[config.mk]
export PLATFORM = sky130hd
export DESIGN_NAME = agcg_term
export DESIGN_NICKNAME = d
export VERILOG_FILES = /design/src/sv/agcg_pkg.sv /design/src/sv/agcg_term.sv
export SDC_FILE = /design/constraint.sdc
export NUM_CORES = 2
export LEC_CHECK = 0
export BUFFER_PORTS_ARGS = -buffer_cell sky130_fd_sc_hd__buf_2
export CAP_MARGIN = 10
export CORE_AREA = 5 5 285 287
export DETAILED_ROUTE_END_ITERATION = 6
export DIE_AREA = 0 0 290 292
export PLACE_DENSITY = 0.93
export SLEW_MARGIN = 25
export SYNTH_ARGS = -nofsm -noshare
export SYNTH_HDL_FRONTEND = slang
export SYNTH_SLANG_ARGS = --single-unit
export TNS_END_PERCENT = 5
[constraint.sdc]
create_clock -name clock -period 24 [get_ports clock]
set_input_delay 2.4 -clock clock [delete_from_list [all_inputs] [get_ports clock]]
set_output_delay 2.4 -clock clock [all_outputs]
set_load 0.005 [all_outputs]
[src/sv/agcg_pkg.sv]
package agcg_pkg;

   // Grid size clamp and corner convention
   localparam int MAX_DIM     = 4096;
   localparam bit PIN_CORNERS = 1'b0;

   // Field widths
   localparam int COEF_W  = 16;
   localparam int DIM_W   = 13;
   localparam int POS_W   = 12;
   localparam int OUT_W   = 18;
   localparam int CSR_IDX_W = 3;
   localparam int CSR_DATA_W = 16;

   // Beat layouts
   localparam int REQ_DATA_W = 2 * POS_W;
   localparam int RSP_DATA_W = ((2 * OUT_W + 7) / 8) * 8;

   // Datapath widths
   localparam int NUM_W       = DIM_W + 1;
   localparam int PROD_W      = COEF_W + NUM_W;
   localparam int MAG_W       = PROD_W - 1;
   localparam int RECIP_SHIFT = MAG_W;
   localparam int RECIP_W     = RECIP_SHIFT + 1;
   localparam int QUOT_W      = MAG_W + 1;
   localparam int QSUM_W      = QUOT_W + 1;
   localparam int FRAC_W      = 2 * DIM_W;
   localparam int TEST_W      = FRAC_W + 3;
   localparam int SUM_W       = QSUM_W + 1;
   localparam int CNT_W       = $clog2(RECIP_W);

   // Pipeline depth; stages 2 to 7 sit in the term divider
   localparam int STAGE_CNT   = 10;
   localparam int TERM_STAGES = 6;

   localparam int OUT_MAX = (1 << (OUT_W - 1)) - 1;
   localparam int OUT_MIN = -(1 << (OUT_W - 1));

   // Register indexes
   localparam logic [CSR_IDX_W-1:0] REG_COEF_XX     = 3'd0;
   localparam logic [CSR_IDX_W-1:0] REG_COEF_XY     = 3'd1;
   localparam logic [CSR_IDX_W-1:0] REG_COEF_XT     = 3'd2;
   localparam logic [CSR_IDX_W-1:0] REG_COEF_YX     = 3'd3;
   localparam logic [CSR_IDX_W-1:0] REG_COEF_YY     = 3'd4;
   localparam logic [CSR_IDX_W-1:0] REG_COEF_YT     = 3'd5;
   localparam logic [CSR_IDX_W-1:0] REG_GRID_WIDTH  = 3'd6;
   localparam logic [CSR_IDX_W-1:0] REG_GRID_HEIGHT = 3'd7;

   typedef logic signed [COEF_W-1:0]  coef_type;
   typedef logic        [DIM_W-1:0]   dim_type;
   typedef logic        [POS_W-1:0]   pos_type;
   typedef logic signed [NUM_W-1:0]   num_type;
   typedef logic        [RECIP_W-1:0] recip_type;
   typedef logic signed [QUOT_W-1:0]  quot_type;
   typedef logic        [TERM_STAGES-1:0] stage_en_type;

   // Clamp a grid size to MAX_DIM
   function automatic dim_type clamp_dim(dim_type n);
      dim_type ne;
      ne = n;
      if (32'(n) > MAX_DIM) begin
         ne = DIM_W'(MAX_DIM);
      end
      return ne;
   endfunction

   // Denominator of the normalized coordinate on one axis
   function automatic dim_type axis_den(dim_type n);
      dim_type ne;
      dim_type d;
      ne = clamp_dim(n);
      if (ne <= DIM_W'(1)) begin
         d = DIM_W'(1);
      end else if (PIN_CORNERS) begin
         d = ne - DIM_W'(1);
      end else begin
         d = ne;
      end
      return d;
   endfunction

   // Numerator 2p + 1 - n, which serves both corner conventions
   function automatic num_type axis_num(pos_type p, dim_type n);
      dim_type ne;
      num_type twice_p;
      num_type size;
      num_type r;
      ne      = clamp_dim(n);
      twice_p = signed'({1'b0, p, 1'b0});
      size    = signed'({1'b0, ne});
      if (ne <= DIM_W'(1)) begin
         r = '0;
      end else begin
         r = twice_p + NUM_W'(1) - size;
      end
      return r;
   endfunction

endpackage

[src/sv/agcg_term.sv]
// Floor division of coef * num by a grid denominator, using a precomputed
// reciprocal and one correction step. Six register stages.
module agcg_term (
   input  logic                  clock,
   input  agcg_pkg::stage_en_type en,
   input  agcg_pkg::coef_type    coef,
   input  agcg_pkg::num_type     num,
   input  agcg_pkg::dim_type     den,
   input  agcg_pkg::recip_type   recip,
   output agcg_pkg::quot_type    quot,
   output agcg_pkg::dim_type     rem
);
   import agcg_pkg::*;

   logic signed [PROD_W-1:0] prod_ff, prod_in;
   logic [MAG_W-1:0]         mag_ff, mag_in;
   logic                     neg_ff, neg_in;
   logic [MAG_W-1:0]         mag2_ff;
   logic [MAG_W-1:0]         q0_ff, q0_in;
   logic                     neg2_ff;
   logic [MAG_W-1:0]         q0b_ff;
   logic [DIM_W:0]           r0_ff, r0_in;
   logic                     neg3_ff;
   logic [MAG_W-1:0]         q1_ff, q1_in;
   dim_type                  r1_ff, r1_in;
   logic                     neg4_ff;
   quot_type                 qs_ff, qs_in;
   dim_type                  rs_ff, rs_in;

   logic [MAG_W+RECIP_W-1:0] wide;
   logic [MAG_W+DIM_W-1:0]   back;
   quot_type                 qpos;

   // Signed product, then magnitude and sign
   always_comb begin
      prod_in = PROD_W'(coef) * PROD_W'(num);
      neg_in  = prod_ff[PROD_W-1];
      mag_in  = neg_in ? MAG_W'(-prod_ff) : MAG_W'(prod_ff);
   end

   // Estimate quotient by reciprocal, then take the remainder
   always_comb begin
      wide  = (MAG_W+RECIP_W)'(mag_ff) * (MAG_W+RECIP_W)'(recip);
      q0_in = MAG_W'(wide >> RECIP_SHIFT);
      back  = (MAG_W+DIM_W)'(q0_ff) * (MAG_W+DIM_W)'(den);
      r0_in = (DIM_W+1)'(mag2_ff - MAG_W'(back));
   end

   // Estimate is at most one short: correct it, then restore the sign with floor
   always_comb begin
      if (r0_ff >= {1'b0, den}) begin
         q1_in = q0b_ff + MAG_W'(1);
         r1_in = DIM_W'(r0_ff - {1'b0, den});
      end else begin
         q1_in = q0b_ff;
         r1_in = DIM_W'(r0_ff);
      end
      qpos = signed'({1'b0, q1_ff});
      if (neg4_ff) begin
         qs_in = -qpos - quot_type'(r1_ff != '0);
         rs_in = (r1_ff != '0) ? den - r1_ff : '0;
      end else begin
         qs_in = qpos;
         rs_in = r1_ff;
      end
   end

   always_ff @(posedge clock) begin
      if (en[0]) begin
         prod_ff <= prod_in;
      end
      if (en[1]) begin
         mag_ff <= mag_in;
         neg_ff <= neg_in;
      end
      if (en[2]) begin
         q0_ff   <= q0_in;
         mag2_ff <= mag_ff;
         neg2_ff <= neg_ff;
      end
      if (en[3]) begin
         r0_ff   <= r0_in;
         q0b_ff  <= q0_ff;
         neg3_ff <= neg2_ff;
      end
      if (en[4]) begin
         q1_ff   <= q1_in;
         r1_ff   <= r1_in;
         neg4_ff <= neg3_ff;
      end
      if (en[5]) begin
         qs_ff <= qs_in;
         rs_ff <= rs_in;
      end
   end

   assign quot = qs_ff;
   assign rem  = rs_ff;

endmodule
Word level (Yosys, flattened, before mapping)
Index checks and enable logic that the tools add are counted.
Storage, ports and cells
  output and inout bits: 43
  register bits after elaboration: 234
Operators by class
  add/sub/neg operators: 7
  reductions and logical operators: 1
  muxes and demuxes: 6
  multipliers: 3
  magnitude comparators: 1
Operators with widths (count)
  $mux W29: 3
  $mul A29 B30 Y58: 1
  $mux W13: 3
  $mul A16 B14 Y30: 1
  $neg A29 Y30: 1
  $sub A30 B2 Y30: 1
  $add A29 B1 Y29 const B: 1
  $mul A29 B13 Y14: 1
  $neg A29 Y29: 1
  $sub A13 B13 Y13: 2
  $ge A14 B13 Y1: 1
  $sub A14 B14 Y14: 1
  $reduce_bool A13 Y1: 1

Longest topological paths before layout
  word-level depth: 3
  gate-level depth with buffers: 28
  depth with buffers taken out: 27

Worst setup path before layout
Ideal clock, no wire load.
  kind: input port to flip-flop
  from: input port recip[20]
  to: register q0_ff[23], data pin
  buffers on the path: 2
  library setup time: 0.258 ns
  required time: 23.742 ns
  setup slack: 14.450 ns
  arrival: 9.292 ns
  cell stages on the path: 24
  path through: clkbuf_1 -> clkbuf_1 -> nand2_1 -> fa_1 -> fa_1 -> fa_1 -> fa_1 -> inv_1 -> fa_1 -> fa_1 -> fa_1 -> inv_1 -> fa_1 -> inv_1 -> ha_1 -> a21oi_1 -> o221ai_1 -> a31o_2 -> and2_1 -> a311o_1 -> o21ai_0 -> o311ai_0 -> a21oi_1 -> xnor2_1
On the way
  longest elaborated chain between the ends: 1
Ends and longest elaborated chain
  from (decl): line agcg_term.sv:9  | input agcg_pkg::recip_type recip,
  $mul A29 B30 Y58: line agcg_term.sv:43  | wide = (MAG_W+RECIP_W)'(mag_ff) * (MAG_W+RECIP_W)'(recip);
  via wide[52]: line agcg_term.sv:30  | logic [MAG_W+RECIP_W-1:0] wide;
  to (signal assigned): line agcg_term.sv:77  | q0_ff <= q0_in;
  to (decl): line agcg_term.sv:19  | logic [MAG_W-1:0] q0_ff, q0_in;
The timed path passes the listed nets, and every way through them passes these cells.
A chain may end at the register's enable or synchronous reset.

Worst setup path in the final report
  from: input port recip[21]
  to: register q0_ff[28], data pin
Same word-level chain as after synthesis.

==> out/results.txt <==
Mapped Cells: 5,247
maximum clock insertion buffer count: 3
Hold Violations, Final: 0
DR iter-0 viols: 3,513
Post-synth ARST share: 0%
Die Height: 292 µm
leading area contributor after synthesis: fa_1
violated checks: DRC
dpl hpwl: 97,900 µm
Setup TNS Final: 0 ps
vias per cell: 5.958
Synth Flop Type: edfxtp_1
Yosys reg bits: 234
Routed Wire Length: 129,900 µm
Pre-Repair DR Iteration Count: 7
multi-input gate area in the final layout: 0.03829 mm²
Buffers on Ports: 122
Max Slew Vio Count: 0
worst setup path class: in -> reg
area growth from synthesis to layout: 4.191%
synthesized area: 0.05048 mm²
CTS H-tree depth: 1
Peak Freq: 0.09868 GHz
Detail Route Antenna Nets: 0
Die X: 290 µm
CTS Hold Bufs: 0
initial antenna violation count: 13
ranking of synthesized cells by area: fa_1, edfxtp_1, ha_1
RSZ-0062 raised after global routing: no
vias in the first global route: 41,259
Synth Net Count: 6,774
register area: 0.007027 mm²
syn avg cell area: 9.621 µm²
grt ovf: 0
max cap viols: 0
number of synthesized flops with an enable pin: 234
routed vias: 37,294
# IOs: 123
crit path capture type: register
Die Footprint: 0.08468 mm²
Cell variety after synth: 68
layout cells sized above 1: 4.213%
Final setup viols: 0
clk sinks: 234
DR WL/cell: 20.75 µm
Final Skew: 14.74 ps
GRT Util Overall: 30.75%
first-pass GRT wire length: 210,600 µm
clk slew on worst S/H paths: 70 ps
Residual DRC: 1
TritonCTS Buffers: 24
CTS tree: done
R2R cell count: 25
status: complete, but fails checks
post-CTS setup buffer count: 0
fill cell count: 5,401
clk root buf: clkbuf_16
Setup crit start kind: input port
Slew headroom: 33.92%
Worst Max-Slew Pin Slew: 991.2 ps
num rows: 103
Final period util: 42.22%
CORE AREA: 0.07836 mm²
Clock Latency Late Sink: 550 ps
Synth top area share: 41.16%
initial core utilization: 64.43%
PostCTS Resize Cnt: 0
critical path data arrival time: 10,430 ps
Worst EP required: 24,290 ps
Nets: 6,708
Synth warnings: 0
worst-path fanout max: 29
largest net degree at the start of global routing: 62
GP Congestion: 0.9813
sequential area share after synthesis: 13.92%
hold depth: 0
Hold Path Class: reg -> reg
fin crit period: 10,130 ps
## worst max-delay path, cell delays in order
cell and delay, ps:
buf_2 630, nand2_1 180, fa_1 610, fa_1 450, fa_1 550, fa_1 530, inv_1 50, fa_1 550
fa_1 430, fa_1 490, inv_1 50, fa_1 470, inv_1 40, ha_1 380, a21oi_1 160, o21ai_0 180
a2111oi_0 420, a311oi_1 280, nor3b_2 480, o211ai_1 240, o41ai_2 500, mux2i_1 240, nand4_1 80
## kinds of logic (layout without fill, tap and decap cells)
kind of cell	count (synthesis)	in the layout	synth area share (%)
buffers and inverters	1378	1329	10.25
other	0	12	0
multiplexers	13	13	0.2677
AND/OR/NAND/NOR	1614	1614	16.21
flip-flops	234	234	13.92
AO/OA/AOI/OAI	365	365	4.647
adder cells (fa/ha/maj)	1447	1447	51.30
XOR/XNOR	196	196	3.400
## stage by stage
step,worst slack [ps],cells,hold WS (ps),area [µm²],util (%)
3_5_place_dp,13490,6204,404.5,51730,66.02
6_report,13870,6260,408.2,52600,67.13
3_3_place_gp,13620,6204,401.7,51730,66.02
5_1_grt,13640,6251,416.7,52580,67.10
4_1_cts,14010,6247,403.5,52550,67.07
2_1_floorplan,14450,5247,400.3,50480,-
## path summary, 6_finish.rpt
kind | startpoint | to | slack, ps
max | recip[21] | q0_ff[28] | 13870
min reg2reg | q0_ff[15] | q0b_ff[15] | 410
max reg2reg | mag_ff[2] | q0_ff[28] | 15570
min | q0_ff[15] | q0b_ff[15] | 410
## layout by cell type, fill, tap and decap left out, types with 24 or more instances in the layout
cell and n:
a21o_1 37, a21oi_1 95, and2_1 630, buf_2 122, buf_4 32, clkbuf_16 24, edfxtp_1 234, fa_1 1038
ha_1 409, inv_1 1130, nand2_1 664, nand2b_1 41, nand3_1 38, nor2_1 86, nor3_1 44, o21ai_0 91
xnor2_1 129, xor2_1 67
## layout make-up
class                           instances  area share, %
Antenna cell                           12        0.05709
Clock buffer                           26          1.156
Sequential cell                       234          13.36
Tap cell                             1050          2.498
Inverter                             1131          8.071
Multi-Input combinational cell       3635          72.80
Timing Repair Buffer                  155          1.646
Clock inverter                         17         0.4139
## sequential cells by signal (all words and copies together) (netlist names)
| register | flops |
|---|---|
| prod_ff | 30 |
| rem | 13 |
| neg3_ff | 1 |
| mag_ff | 29 |
| r0_ff | 14 |
| q1_ff | 29 |
| neg2_ff | 1 |
| mag2_ff | 14 |
| neg_ff | 1 |
| q0b_ff | 29 |
| quot | 30 |
| neg4_ff | 1 |
| r1_ff | 13 |
| q0_ff | 29 |
## Yosys cell counts (all sizes together) (9+ instances only)
| cell | n |
|---|---|
| a21boi | 10 |
| a21oi | 95 |
| xor2 | 67 |
| nand2b | 41 |
| xnor2 | 129 |
| and3 | 17 |
| inv | 1131 |
| and2 | 631 |
| a31oi | 11 |
| nor4 | 12 |
| o21a | 17 |
| a211oi | 14 |
| a21o | 37 |
| edfxtp | 234 |
| o21bai | 10 |
| nand4 | 20 |
| ha | 409 |
| nor2b | 17 |
| or2 | 9 |
| mux2i | 9 |
| o31ai | 16 |
| nor3 | 44 |
| o22ai | 9 |
| nand2 | 665 |
| nand3 | 38 |
| clkbuf | 240 |
| fa | 1038 |
| o21ai | 95 |
| nor2 | 86 |
## metal layers
metal / vias to the layer above / routed length [µm] / track usage [%] / share of wire [%]
li1: 15707 / - / - / -
met1: 18500 / 43720 / 36.85 / 34
met2: 2405 / 62570 / 51.92 / 48
met3: 676 / 15620 / 8.336 / 12
met4: 6 / 7944 / 14.97 / 6.1
met5: - / 44 / 0 / 0.034
Power is not shown: default switching activity piles up to over one toggle a cycle in this logic, so the estimate is an artifact.
